`src/rtl/ffba_pkg.sv`:
```
// Shared constants, status codes and controller/datapath interface types
// for the first-fit block allocator. No dependencies.
`timescale 1ns / 1ps
`default_nettype none
package ffba_pkg;

    localparam int NUM_PAGES       = 4;
    localparam int PAGE_BYTES      = 4096;
    localparam int MIN_ALLOC       = 256;
    localparam int BLOCKS_PER_PAGE = PAGE_BYTES / MIN_ALLOC;
    localparam int TOTAL_BLOCKS    = NUM_PAGES * BLOCKS_PER_PAGE;

    localparam int IDX_W   = (TOTAL_BLOCKS > 1) ? $clog2(TOTAL_BLOCKS) : 1;
    localparam int LEN_W   = $clog2(BLOCKS_PER_PAGE + 1);
    localparam int BYTES_W = 16;
    localparam int ADDR_W  = 14;
    localparam int STAT_W  = 2;

    localparam logic [STAT_W-1:0] ST_OK        = 2'd0;
    localparam logic [STAT_W-1:0] ST_NO_SPACE  = 2'd1;
    localparam logic [STAT_W-1:0] ST_BAD_SIZE  = 2'd2;
    localparam logic [STAT_W-1:0] ST_NOT_FOUND = 2'd3;

    localparam logic ACT_ALLOC = 1'b0;
    localparam logic ACT_FREE  = 1'b1;

    typedef struct packed {
        logic              capture;
        logic              scan_init;
        logic              scan_step;
        logic              mark_init;
        logic              mark_step;
        logic              set_len;
        logic              free_init;
        logic              clear_step;
        logic              drop_len;
        logic              load_result;
        logic [STAT_W-1:0] res_status;
        logic              res_grant;
    } ffba_cmd_t;

    typedef struct packed {
        logic is_free;
        logic bad_size;
        logic too_big;
        logic addr_bad;
        logic hit;
        logic scan_last;
        logic mark_last;
        logic len_zero;
        logic clear_last;
    } ffba_stat_t;

endpackage
`default_nettype wire

```
`src/rtl/ffba_ctrl.sv`:
```
// Sequencing state machine of the first-fit block allocator.
// Depends on ffba_pkg; drives ffba_dp through command/status structs.
`timescale 1ns / 1ps
`default_nettype none
module ffba_ctrl (
    input  wire logic                clk,
    input  wire logic                rst_n,
    input  wire logic                start,
    output logic                     busy,
    output ffba_pkg::ffba_cmd_t      cmd,
    input  wire ffba_pkg::ffba_stat_t stat
);
    import ffba_pkg::*;

    localparam logic [2:0] S_IDLE   = 3'd0;
    localparam logic [2:0] S_DECODE = 3'd1;
    localparam logic [2:0] S_SCAN   = 3'd2;
    localparam logic [2:0] S_MARK   = 3'd3;
    localparam logic [2:0] S_FCHK   = 3'd4;
    localparam logic [2:0] S_CLEAR  = 3'd5;

    logic [2:0] state_reg;
    logic [2:0] state_next;

    always_ff @(posedge clk or negedge rst_n)
    begin
        if (!rst_n)
        begin
            state_reg <= S_IDLE;
        end
        else
        begin
            state_reg <= state_next;
        end
    end

    assign busy = (state_reg != S_IDLE);

    always_comb
    begin
        state_next = state_reg;
        cmd        = '0;
        cmd.res_status = ST_OK;
        case (state_reg)
            S_IDLE:
            begin
                if (start)
                begin
                    cmd.capture = 1'b1;
                    state_next  = S_DECODE;
                end
            end
            S_DECODE:
            begin
                if (!stat.is_free)
                begin
                    if (stat.bad_size)
                    begin
                        cmd.load_result = 1'b1;
                        cmd.res_status  = ST_BAD_SIZE;
                        state_next      = S_IDLE;
                    end
                    else if (stat.too_big)
                    begin
                        cmd.load_result = 1'b1;
                        cmd.res_status  = ST_NO_SPACE;
                        state_next      = S_IDLE;
                    end
                    else
                    begin
                        cmd.scan_init = 1'b1;
                        state_next    = S_SCAN;
                    end
                end
                else if (stat.addr_bad)
                begin
                    cmd.load_result = 1'b1;
                    cmd.res_status  = ST_NOT_FOUND;
                    state_next      = S_IDLE;
                end
                else
                begin
                    cmd.free_init = 1'b1;
                    state_next    = S_FCHK;
                end
            end
            S_SCAN:
            begin
                if (stat.hit)
                begin
                    cmd.mark_init = 1'b1;
                    state_next    = S_MARK;
                end
                else if (stat.scan_last)
                begin
                    cmd.load_result = 1'b1;
                    cmd.res_status  = ST_NO_SPACE;
                    state_next      = S_IDLE;
                end
                else
                begin
                    cmd.scan_step = 1'b1;
                end
            end
            S_MARK:
            begin
                cmd.mark_step = 1'b1;
                if (stat.mark_last)
                begin
                    cmd.set_len     = 1'b1;
                    cmd.load_result = 1'b1;
                    cmd.res_status  = ST_OK;
                    cmd.res_grant   = 1'b1;
                    state_next      = S_IDLE;
                end
            end
            S_FCHK:
            begin
                if (stat.len_zero)
                begin
                    cmd.load_result = 1'b1;
                    cmd.res_status  = ST_NOT_FOUND;
                    state_next      = S_IDLE;
                end
                else
                begin
                    state_next = S_CLEAR;
                end
            end
            S_CLEAR:
            begin
                cmd.clear_step = 1'b1;
                if (stat.clear_last)
                begin
                    cmd.drop_len    = 1'b1;
                    cmd.load_result = 1'b1;
                    cmd.res_status  = ST_OK;
                    state_next      = S_IDLE;
                end
            end
            default:
            begin
                state_next = S_IDLE;
            end
        endcase
    end

endmodule
`default_nettype wire

```
`src/rtl/ffba_dp.sv`:
```
// Datapath of the first-fit block allocator: used bitmap, run length
// memory with valid bits, scan/mark/clear counters and result registers.
// Depends on ffba_pkg; commanded by ffba_ctrl.
`timescale 1ns / 1ps
`default_nettype none
module ffba_dp (
    input  wire logic                          clk,
    input  wire logic                          rst_n,
    input  wire ffba_pkg::ffba_cmd_t           cmd,
    output ffba_pkg::ffba_stat_t               stat,
    input  wire logic                          action,
    input  wire logic [ffba_pkg::BYTES_W-1:0]  request_bytes,
    input  wire logic [ffba_pkg::ADDR_W-1:0]   free_address,
    output logic                               done,
    output logic [ffba_pkg::STAT_W-1:0]        status,
    output logic [ffba_pkg::ADDR_W-1:0]        granted_address
);
    import ffba_pkg::*;

    logic                    action_reg;
    logic [BYTES_W-1:0]      bytes_reg;
    logic [ADDR_W-1:0]       addr_reg;
    logic [LEN_W-1:0]        need_reg;
    logic [IDX_W-1:0]        idx_reg;
    logic [LEN_W-1:0]        run_reg;
    logic [IDX_W-1:0]        ptr_reg;
    logic [IDX_W-1:0]        first_reg;
    logic [LEN_W-1:0]        cnt_reg;
    logic [TOTAL_BLOCKS-1:0] used_reg;
    logic [TOTAL_BLOCKS-1:0] lvalid_reg;
    logic [LEN_W-1:0]        len_mem [TOTAL_BLOCKS];
    logic [LEN_W-1:0]        rdata_reg;
    logic                    rvalid_reg;
    logic                    done_reg;
    logic [STAT_W-1:0]       status_reg;
    logic [ADDR_W-1:0]       grant_reg;

    logic [31:0]      need32;
    logic [31:0]      fpage32;
    logic [31:0]      foff32;
    logic [31:0]      fblk32;
    logic [IDX_W-1:0] ftarget;
    logic [LEN_W-1:0] run_eff;
    logic             blk_free;
    logic [LEN_W-1:0] len_cur;
    logic [31:0]      gaddr32;

    assign need32  = 32'(bytes_reg) / MIN_ALLOC;
    assign fpage32 = 32'(addr_reg) / PAGE_BYTES;
    assign foff32  = 32'(addr_reg) % PAGE_BYTES;
    assign fblk32  = foff32 / MIN_ALLOC;
    assign ftarget = IDX_W'(fpage32 * BLOCKS_PER_PAGE + fblk32);

    assign blk_free = !used_reg[idx_reg];
    assign run_eff  = ((32'(idx_reg) % BLOCKS_PER_PAGE) == 0) ? '0 : run_reg;
    assign len_cur  = rvalid_reg ? rdata_reg : '0;

    assign gaddr32 = (32'(first_reg) / BLOCKS_PER_PAGE) * PAGE_BYTES
                   + (32'(first_reg) % BLOCKS_PER_PAGE) * MIN_ALLOC;

    always_comb
    begin
        stat.is_free    = (action_reg == ACT_FREE);
        stat.bad_size   = (bytes_reg == '0) || ((32'(bytes_reg) % MIN_ALLOC) != 0);
        stat.too_big    = (need32 > BLOCKS_PER_PAGE);
        stat.addr_bad   = (fpage32 >= NUM_PAGES) || ((foff32 % MIN_ALLOC) != 0)
                       || (fblk32 >= BLOCKS_PER_PAGE);
        stat.hit        = blk_free && ((run_eff + 1'b1) == need_reg);
        stat.scan_last  = (32'(idx_reg) == TOTAL_BLOCKS - 1);
        stat.mark_last  = ((cnt_reg + 1'b1) == need_reg);
        stat.len_zero   = (len_cur == '0);
        stat.clear_last = ((cnt_reg + 1'b1) == len_cur)
                       || ((32'(ptr_reg) % BLOCKS_PER_PAGE) == BLOCKS_PER_PAGE - 1);
    end

    // request word and working registers
    always_ff @(posedge clk)
    begin
        if (cmd.capture)
        begin
            action_reg <= action;
            bytes_reg  <= request_bytes;
            addr_reg   <= free_address;
        end
        if (cmd.scan_init)
        begin
            need_reg <= LEN_W'(need32);
            idx_reg  <= '0;
            run_reg  <= '0;
        end
        else if (cmd.scan_step)
        begin
            idx_reg <= idx_reg + 1'b1;
            run_reg <= blk_free ? run_eff + 1'b1 : '0;
        end
        if (cmd.mark_init)
        begin
            ptr_reg   <= IDX_W'(32'(idx_reg) + 1 - 32'(need_reg));
            first_reg <= IDX_W'(32'(idx_reg) + 1 - 32'(need_reg));
            cnt_reg   <= '0;
        end
        else if (cmd.free_init)
        begin
            ptr_reg   <= ftarget;
            first_reg <= ftarget;
            cnt_reg   <= '0;
        end
        else if (cmd.mark_step || cmd.clear_step)
        begin
            ptr_reg <= ptr_reg + 1'b1;
            cnt_reg <= cnt_reg + 1'b1;
        end
    end

    // run length memory
    always_ff @(posedge clk)
    begin
        if (cmd.set_len)
        begin
            len_mem[first_reg] <= need_reg;
        end
        if (cmd.free_init)
        begin
            rdata_reg <= len_mem[ftarget];
        end
    end

    always_ff @(posedge clk or negedge rst_n)
    begin
        if (!rst_n)
        begin
            used_reg   <= '0;
            lvalid_reg <= '0;
            rvalid_reg <= 1'b0;
            done_reg   <= 1'b0;
        end
        else
        begin
            if (cmd.mark_step)
            begin
                used_reg[ptr_reg] <= 1'b1;
            end
            else if (cmd.clear_step)
            begin
                used_reg[ptr_reg] <= 1'b0;
            end
            if (cmd.set_len)
            begin
                lvalid_reg[first_reg] <= 1'b1;
            end
            else if (cmd.drop_len)
            begin
                lvalid_reg[first_reg] <= 1'b0;
            end
            if (cmd.free_init)
            begin
                rvalid_reg <= lvalid_reg[ftarget];
            end
            done_reg <= cmd.load_result;
        end
    end

    always_ff @(posedge clk)
    begin
        if (cmd.load_result)
        begin
            status_reg <= cmd.res_status;
            grant_reg  <= cmd.res_grant ? gaddr32[ADDR_W-1:0] : '0;
        end
    end

    assign done            = done_reg;
    assign status          = status_reg;
    assign granted_address = grant_reg;

endmodule
`default_nettype wire

```
`src/rtl/first_fit_block_allocator.sv`:
```
// Top level of the first-fit block allocator: controller plus datapath.
// Depends on ffba_pkg, ffba_ctrl and ffba_dp.
//
//   channel  | handshake         | words
//   ---------+-------------------+-----------------------------------------
//   request  | start & !busy     | action, request_bytes, free_address
//   result   | done (one cycle)  | status, granted_address
//
// Allocate: a bad size or oversize request is answered from decode; else the
// used bitmap is scanned to the fit and the run (at most 16 blocks) is marked.
// Free: a bad address is answered from decode; else the stored run length is
// checked and its blocks cleared. The one-block-per-cycle scan of the used
// bitmap sets the allocate time. done is high in the first cycle with busy low.
// Asynchronous reset frees every block and invalidates all run lengths at once.
// The receiver cannot stall; a result is shown for a single cycle.
`timescale 1ns / 1ps
`default_nettype none
module first_fit_block_allocator (
    input  wire logic                          clk,
    input  wire logic                          rst_n,
    input  wire logic                          start,
    output logic                               busy,
    input  wire logic                          action,
    input  wire logic [ffba_pkg::BYTES_W-1:0]  request_bytes,
    input  wire logic [ffba_pkg::ADDR_W-1:0]   free_address,
    output logic                               done,
    output logic [ffba_pkg::STAT_W-1:0]        status,
    output logic [ffba_pkg::ADDR_W-1:0]        granted_address
);
    import ffba_pkg::*;

    ffba_cmd_t  cmd;
    ffba_stat_t stat;

    ffba_ctrl u_ctrl (
        .clk   (clk),
        .rst_n (rst_n),
        .start (start),
        .busy  (busy),
        .cmd   (cmd),
        .stat  (stat)
    );

    ffba_dp u_dp (
        .clk             (clk),
        .rst_n           (rst_n),
        .cmd             (cmd),
        .stat            (stat),
        .action          (action),
        .request_bytes   (request_bytes),
        .free_address    (free_address),
        .done            (done),
        .status          (status),
        .granted_address (granted_address)
    );

`ifndef NO_ASSERTIONS
    a_done_after_busy: assert property (@(posedge clk) disable iff (!rst_n)
        done |-> $past(busy))
        else $error("result without a request in flight");

    a_start_busy: assert property (@(posedge clk) disable iff (!rst_n)
        (start && !busy) |=> (busy && !done))
        else $error("accepted request did not raise busy");

    a_grant_zero: assert property (@(posedge clk) disable iff (!rst_n)
        (done && status != ST_OK) |-> (granted_address == '0))
        else $error("nonzero address on failed request");

    a_grant_aligned: assert property (@(posedge clk) disable iff (!rst_n)
        done |-> ((32'(granted_address) % MIN_ALLOC) == 0))
        else $error("granted address not block aligned");
`endif

endmodule
`default_nettype wire
```
`config.mk`:
```
export PLATFORM = sky130hd
export DESIGN_NAME = first_fit_block_allocator
export DESIGN_NICKNAME = d
export VERILOG_FILES = /design/src/rtl/ffba_pkg.sv /design/src/rtl/ffba_ctrl.sv /design/src/rtl/ffba_dp.sv /design/src/rtl/first_fit_block_allocator.sv
export SDC_FILE = /design/constraint.sdc
export NUM_CORES = 1
export LEC_CHECK = 0
export BUFFER_PORTS_ARGS = -buffer_cell sky130_fd_sc_hd__buf_2
export CORE_AREA = 4 4 208 210
export CTS_CLUSTER_SIZE = 16
export DETAILED_ROUTE_END_ITERATION = 10
export DIE_AREA = 0 0 212 214
export GPL_TIMING_DRIVEN = 0
export PLACE_DENSITY = 0.76
export SLEW_MARGIN = 20
export SYNTH_ARGS = -nofsm -noshare
export SYNTH_HDL_FRONTEND = slang
export SYNTH_SLANG_ARGS = --single-unit
export TNS_END_PERCENT = 30
```
`constraint.sdc`:
```
create_clock -name clk -period 3.8 [get_ports clk]
set_input_delay 0 -clock clk [delete_from_list [all_inputs] [get_ports clk]]
set_output_delay 0 -clock clk [all_outputs]
set_load 0.01 [all_outputs]
```
==> flow_summary.ini, run 1 <==
[clock_tree]
cts_root_buffer = clkbuf_16
cts-htree-levels = 2
cts.sinks = 530
clock_latency_ns = 0.62
cts_buffer_depth = 3
cts_tree = done
cts.reportedPaths.clkPinSlew_ns = 0.06
cts-buffers-inserted = 52

[sta]
clock.fmax_ghz = 0.2612
rsz0062_at_grt = true
slew_headroom_pct = 23.23
skew_ns = 0.03317
tightest_slew_ns = 1.149
setup_slack_ns = -0.02783
finalHoldViolCount = 0
post-route-period-util_pct = 100.7
min_period_ns = 3.828
slew_viol_final = 0
finalSetupTns_ns = -0.02783
setup_viol = 1

[detailed_routing]
drcViolationCount = 0
postRouteWirelength_mm = 63.52
drtIter0Drc = 2129
first_pass_iters = 6
vias = 15200
via_per_inst = 6.638
postRouteAntennaNets = 0
routedWlPerCell_um = 27.74

[power_and_ir_drop]
total_power_w = 0.01207
power.density_nw_per_um2 = 450.0
clockPowerShare_pct = 44.4
p_int_w = 0.009559
switching_share_pct = 20.83
combPwrFrac_pct = 4.2
p_sw_w = 0.002515
ir_drop_uv = 394.4
power_leakage_nw = 9.769
p_seq_share_pct = 51.3

[yosys]
synth_top_area_cell = edfxtp_1
synth_area_leaders = edfxtp_1 (49%), dfrtp_1 (14%), mux4_2 (14%)
synthArstFlopShare_pct = 25.09
ys_seq_area_share_pct = 64.71
syn_avg_cell_area_um2 = 15.10
synth_edf_count = 381
synth_top_area_share_pct = 49.06
yosys_warnings = 0
synthFlopType = edfxtp_1
synth_cell_types = 67
syn_inst = 1544
syn-cell-area_um2 = 23320
synth-seq-cells = 530

[final_layout]
final_design_area_no_fill_um2 = 26830
syn_to_final_growth_pct = 15.06
stdcell_count = 2290
n_antenna_cell = 0
drive_gt1_share_pct = 21.13
fin_nets = 1758
final_util_pct = 64.54

[global_route]
first_global_vias = 15414
grt_overflow = 0
grt.total_usage_pct = 28.12
antenna_found_initial = 2
grt_max_degree = 71
grt_pass1_wl_mm = 95.85

[job]
cap_violations = 0

[die]
die_area_um2 = 45370
core_area_um2 = 41570
num_rows = 75
fp.dieH_um = 214
die_width_um = 212
pin_count = 52
start_util_pct = 56.09

[placement]
port_buffers = 43
gp_congestion = 0.9667
dpl_cell_area_um2 = 24540
dp_cells = 2150
hpwl_mm = 41.34

[critical_path]
path_cells = clkbuf_1 -> clkbuf_2 -> clkbuf_1 -> mux4_2 -> mux4_2 -> mux4_2
critical_path.max_fanout = 10
path_class = reg2reg
startpoint_type = flop
max_stage_delay_ns = 0.64
crit_slowest_cell = clkbuf_1
crit_required_ns = 4.12
crit_path_end_kind = flop
critPathArrivalTime_ns = 4.15
crit_top_cell = mux4_2
rrSetupSlack_ns = -0.03

[min_path]
hp-class = in2reg

[run_status]
violations = setup timing
outcome = complete, but fails checks
==> path summary, 6_finish.rpt <==
| path | cells after the start | endpoint | startpoint |
|---|---|---|---|
| worst max-delay path | 6 | u_dp.rdata_reg[4] | u_dp.addr_reg[9] |
| worst min-delay path | 2 | u_dp.addr_reg[1] | free_address[1] |
| worst max register to register | 6 | u_dp.rdata_reg[4] | u_dp.addr_reg[9] |
| worst min register to register | 0 | u_dp.need_reg[2] | u_dp.bytes_reg[10] |
| max in group asynchronous | 4 | async pin | rst_n |
| min in group asynchronous | 4 | async pin | rst_n |
==> kinds of logic after synthesis <==
family,synth area share [%]
DFF,64.71
and+or+nand+nor,6.434
AOI/OAI and AO/OA,8.446
buffers and inverters,3.311
muxes,15.09
xor gates and xnor gates,1.154
adders and majority gates,0.8371
other,0.01608
==> worst max-delay path, delay by kind of cell, from the launching register on <==
kind	cells	cell delay (ns)
buffers and inverters	3	1.66
multiplexers	3	1.48
flip-flops	1	0.40
==> area by class of cell <==
| type | instances | area, µm² |
|---|---|---|
| flip-flops and latches | 530 | 15090 |
| fillers | 2862 | 14740 |
| multi-input cells | 835 | 7536 |
| clock buffers | 67 | 1358 |
| repair buffers | 108 | 992.2 |
| well taps | 539 | 674.4 |
| plain buffers | 119 | 559.3 |
| clock inverters | 29 | 380.4 |
| inverters | 63 | 240.2 |
==> stage by stage <==
stage | hold WS [ns] | setup slack, ns
after floorplan | -0.2956 | 0.1260
after global placement | 0.1782 | -1.172
after detailed placement | 0.004905 | -0.6975
after CTS | 0.1061 | 0.01105
after global routing | 0.1044 | -0.05036
final | 0.1156 | -0.02783
==> cell usage after synthesis, types with 4 or more instances <==
| cell | count |
|---|---|
| a31oi_1 | 4 |
| buf_4 | 11 |
| mux2i_1 | 16 |
| nand3_1 | 26 |
| or3b_2 | 4 |
| and2_1 | 11 |
| a32o_1 | 4 |
| nor2b_1 | 8 |
| mux4_2 | 140 |
| ha_1 | 14 |
| dfxtp_1 | 16 |
| o41ai_1 | 41 |
| nor3_1 | 16 |
| nand3b_1 | 8 |
| a22o_1 | 4 |
| and3_1 | 6 |
| nand2b_1 | 6 |
| clkbuf_1 | 81 |
| xor2_1 | 8 |
| nand2_1 | 111 |
| inv_1 | 60 |
| mux2_4 | 7 |
| o21ai_0 | 124 |
| a21oi_1 | 18 |
| dfrtp_1 | 133 |
| o211ai_1 | 21 |
| edfxtp_1 | 381 |
| xnor2_1 | 15 |
| buf_1 | 10 |
| nor2_1 | 90 |
| buf_2 | 20 |
| mux2_2 | 9 |
| nor4_1 | 11 |
| o31ai_1 | 58 |
==> power groups by stage <==
stage	logic, W	registers, W	clock network, W
after floorplan	0.000290	0.00631	0
after global placement	0.000443	0.00631	0
after detailed placement	0.000460	0.00631	0
after CTS	0.000500	0.00619	0.00539
after global routing	0.000541	0.00619	0.00568
final	0.000513	0.00620	0.00537
==> per-layer routing <==
metal / routed length, µm / vias up / GRT usage [%]
li1: - / 6338 / -
met1: 24130 / 7690 / 38.66
met2: 30020 / 980 / 43.24
met3: 6778 / 188 / 8.245
met4: 2557 / 4 / 10.40
met5: 27 / - / 0
==> layout by cell type, fill, tap and decap left out, types with 15 or more instances in the layout <==
master | Yosys | layout
a21oi_1 | 18 | 17
buf_2 | 20 | 59
buf_4 | 11 | 23
clkbuf_1 | 81 | 88
clkbuf_16 | 0 | 52
dfrtp_1 | 133 | 133
dfxtp_1 | 16 | 15
dlygate4sd3_1 | 0 | 34
edfxtp_1 | 381 | 381
inv_1 | 60 | 58
mux2i_1 | 16 | 16
mux4_2 | 140 | 140
nand2_1 | 111 | 110
nand3_1 | 26 | 25
nor2_1 | 90 | 86
nor3_1 | 16 | 16
o211ai_1 | 21 | 21
o21ai_0 | 124 | 124
o31ai_1 | 58 | 58
o41ai_1 | 41 | 41
xnor2_1 | 15 | 15
==> timing repair <==
item / CTS / global route
hold endpoints to repair: 165 / 0
cloned: 1 / 0
hold buffers: 35 / 0
setup buffers: 7 / 5
resized for setup: 18 / 20
setup endpoints to repair: 124 / 83
pin swaps: 3 / 3
(Power assumes the default switching activity.)
==> run 2: changes to the inputs <==
Settings changed: SETUP_SLACK_MARGIN set to 0.2.
==> run 2 against run 1 <==
The run now ends clean. Core utilization grew 0.60 points. Hold slack worse by 0.016 ns. First-iteration DRC count up 6.0%. Fmax rose by 5.9%. Power down 1.2%. Wire length shrank 3.1%. Critical path type unchanged. Cell area increased by 0.93%. Global-route usage fell by 0.87 points. Register-to-register slack gained 0.21 ns.
==> flow_summary.ini, run 2 (synthesized netlist as in run 1, its figures left out) <==
[critical_path]
timing.rr.start = u_dp.idx_reg[1]
crit_cells = 16
crit_end = u_dp.ptr_reg[3]
path_class = reg2reg
crit_required_ns = 4.16
rr_worst_depth = 16
critical_path.max_fanout = 10
critPathBufInv = 6
max_stage_delay_ns = 0.56
rr_endpoint = u_dp.ptr_reg[3]
path_cells = buf_6 -> buf_8 -> inv_6 -> ha_4 -> or3b_4 -> buf_8 -> and2_4 -> ha_4 -> xnor2_4 -> nand2_2 -> nand4b_1 -> a2111oi_4 -> nand4_1 -> buf_6 -> buf_8 -> mux2_4
worstSetupStartpoint = u_dp.idx_reg[1]
crit_path_end_kind = flop
crit_slowest_cell = a2111oi_4
rrSetupSlack_ns = 0.19
crit_top_cell = buf_8
critPathArrivalTime_ns = 3.97
startpoint_type = flop
critPathTopFamily = simple AND/OR/NAND/NOR gates

[power_and_ir_drop]
power.density_nw_per_um2 = 440.7
ir_drop_uv = 456.3
power_leakage_nw = 9.803

[sta]
finalSetupTns_ns = 0
post-route-period-util_pct = 95.12
finalHoldViolCount = 0
slew_viol_final = 0
clock.fmax_ghz = 0.2767
tightest_slew_ns = 1.270
setup_viol = 0
skew_ns = 0.02726
min_period_ns = 3.614
slew_headroom_pct = 15.31
rsz0062_at_grt = true

[placement]
hpwl_mm = 40.62
gp_congestion = 0.9485
port_buffers = 43
dpl_cell_area_um2 = 24530

[clock_tree]
cts_tree = done
cts-buffers-inserted = 51
cts_root_buffer = clkbuf_16
cts-htree-levels = 2
clock_latency_ns = 0.62
cts.reportedPaths.clkPinSlew_ns = 0.06
cts.sinks = 530
cts_buffer_depth = 3

[global_route]
grt_pass1_wl_mm = 94.22
grt.total_usage_pct = 27.25
first_global_vias = 15264
antenna_found_initial = 0
grt_max_degree = 86
grt_overflow = 0

[die]
die_width_um = 212
start_util_pct = 56.09
core_area_um2 = 41570
pin_count = 52
num_rows = 75
die_area_um2 = 45370
fp.dieH_um = 214

[job]
cap_violations = 0

[min_path]
hold_depth = 2
hp-class = in2reg

[final_layout]
final_design_area_no_fill_um2 = 27080
fin_nets = 1761
drive_gt1_share_pct = 24.16
syn_to_final_growth_pct = 16.13
final_common_cell = edfxtp_1
n_antenna_cell = 0
most-common-layout-cells = edfxtp_1 (381), mux4_2 (140), dfrtp_1 (133)

[detailed_routing]
vias = 15106
drtIter0Drc = 2257
drcViolationCount = 0
via_per_inst = 6.585
postRouteWirelength_mm = 61.55
first_pass_iters = 5
postRouteAntennaNets = 0
routedWlPerCell_um = 26.83

[run_status]
outcome = finished clean
run 2: changes by cell type in the layout (fill, tap and decap cells not counted), moves of 3 or more:
cell and change:
nor2_1 -33, nor2_2 +25, clkbuf_1 -13, nor2_4 +8
clkbuf_8 +7, clkbuf_2 +6, buf_8 +5, clkinv_1 +5
bufinv_16 -4, clkinv_2 -3, clkinvlp_4 +3
run 2: layout make-up:
| cell class | count | area [µm²] |
|---|---|---|
| flip-flops and latches | 530 | 15090 |
| fillers | 2853 | 14490 |
| multi-input cells | 835 | 7726 |
| clock buffers | 64 | 1385 |
| repair buffers | 108 | 970.9 |
| well taps | 539 | 674.4 |
| plain buffers | 123 | 630.6 |
| clock inverters | 32 | 349.1 |
| inverters | 63 | 249.0 |
run 2: worst reg2reg max path, delay by kind of cell (launching register included):
kind | cells | cell delay, ns
and+or+nand+nor | 5 | 0.96
adders and majority gates | 2 | 0.30
muxes | 1 | 0.30
DFF | 1 | 0.33
AOI/OAI and AO/OA | 1 | 0.56
xor gates and xnor gates | 1 | 0.15
buffers and inverters | 6 | 0.76
run 2: worst min path at each step:
stage / slack (ns) / endpoint / from
2_1_floorplan: -0.30 / async pin / rst_n
3_3_place_gp: 0.18 / u_dp.bytes_reg[11] / request_bytes[11]
3_5_place_dp: -0.06 / async pin / rst_n
4_1_cts: 0.07 / u_dp.addr_reg[1] / free_address[1]
5_1_grt: 0.09 / u_dp.addr_reg[1] / free_address[1]
6_report: 0.1 / u_dp.addr_reg[1] / free_address[1]
run 2: report_power, final:
| group | switching (W) | internal, W | total (W) |
|---|---|---|---|
| Clock | 0.00227 | 0.00295 | 0.00522 |
| Sequential | 0.0000155 | 0.00618 | 0.00619 |
| Combinational | 0.000267 | 0.000250 | 0.000518 |
run 2: timing repair:
action / in CTS / in global routing
pin swaps: 6 / 5
hold buffers: 35 / 0
resized for setup: 59 / 51
endpoints found under the setup margin: 186 / 300
setup buffers: 10 / 3
gates cloned: 1 / 0
endpoints found under the hold margin: 165 / 0
run 2: per-stage QoR:
step	std cells	power [W]	util (%)	hold slack (ns)	setup slack, ns
final	2294	0.01193	65.14	0.09947	0.1856
after global routing	2294	0.01226	65.14	0.08873	0.08257
after CTS	2291	0.01198	64.69	0.07500	0.05310
after detailed placement	2149	0.006768	59.02	-0.06371	-0.5224
after global placement	2133	0.006756	58.34	0.1790	-1.223
after floorplan	1551	0.006602	-	-0.2956	0.2016
run 2: routing by layer:
metal,vias up,GRT usage [%],wire (µm)
li1,6353,-,-
met1,7664,38.45,23640
met2,957,43.02,29630
met3,132,5.741,6391
met4,0,9.099,1889
met5,-,0,0
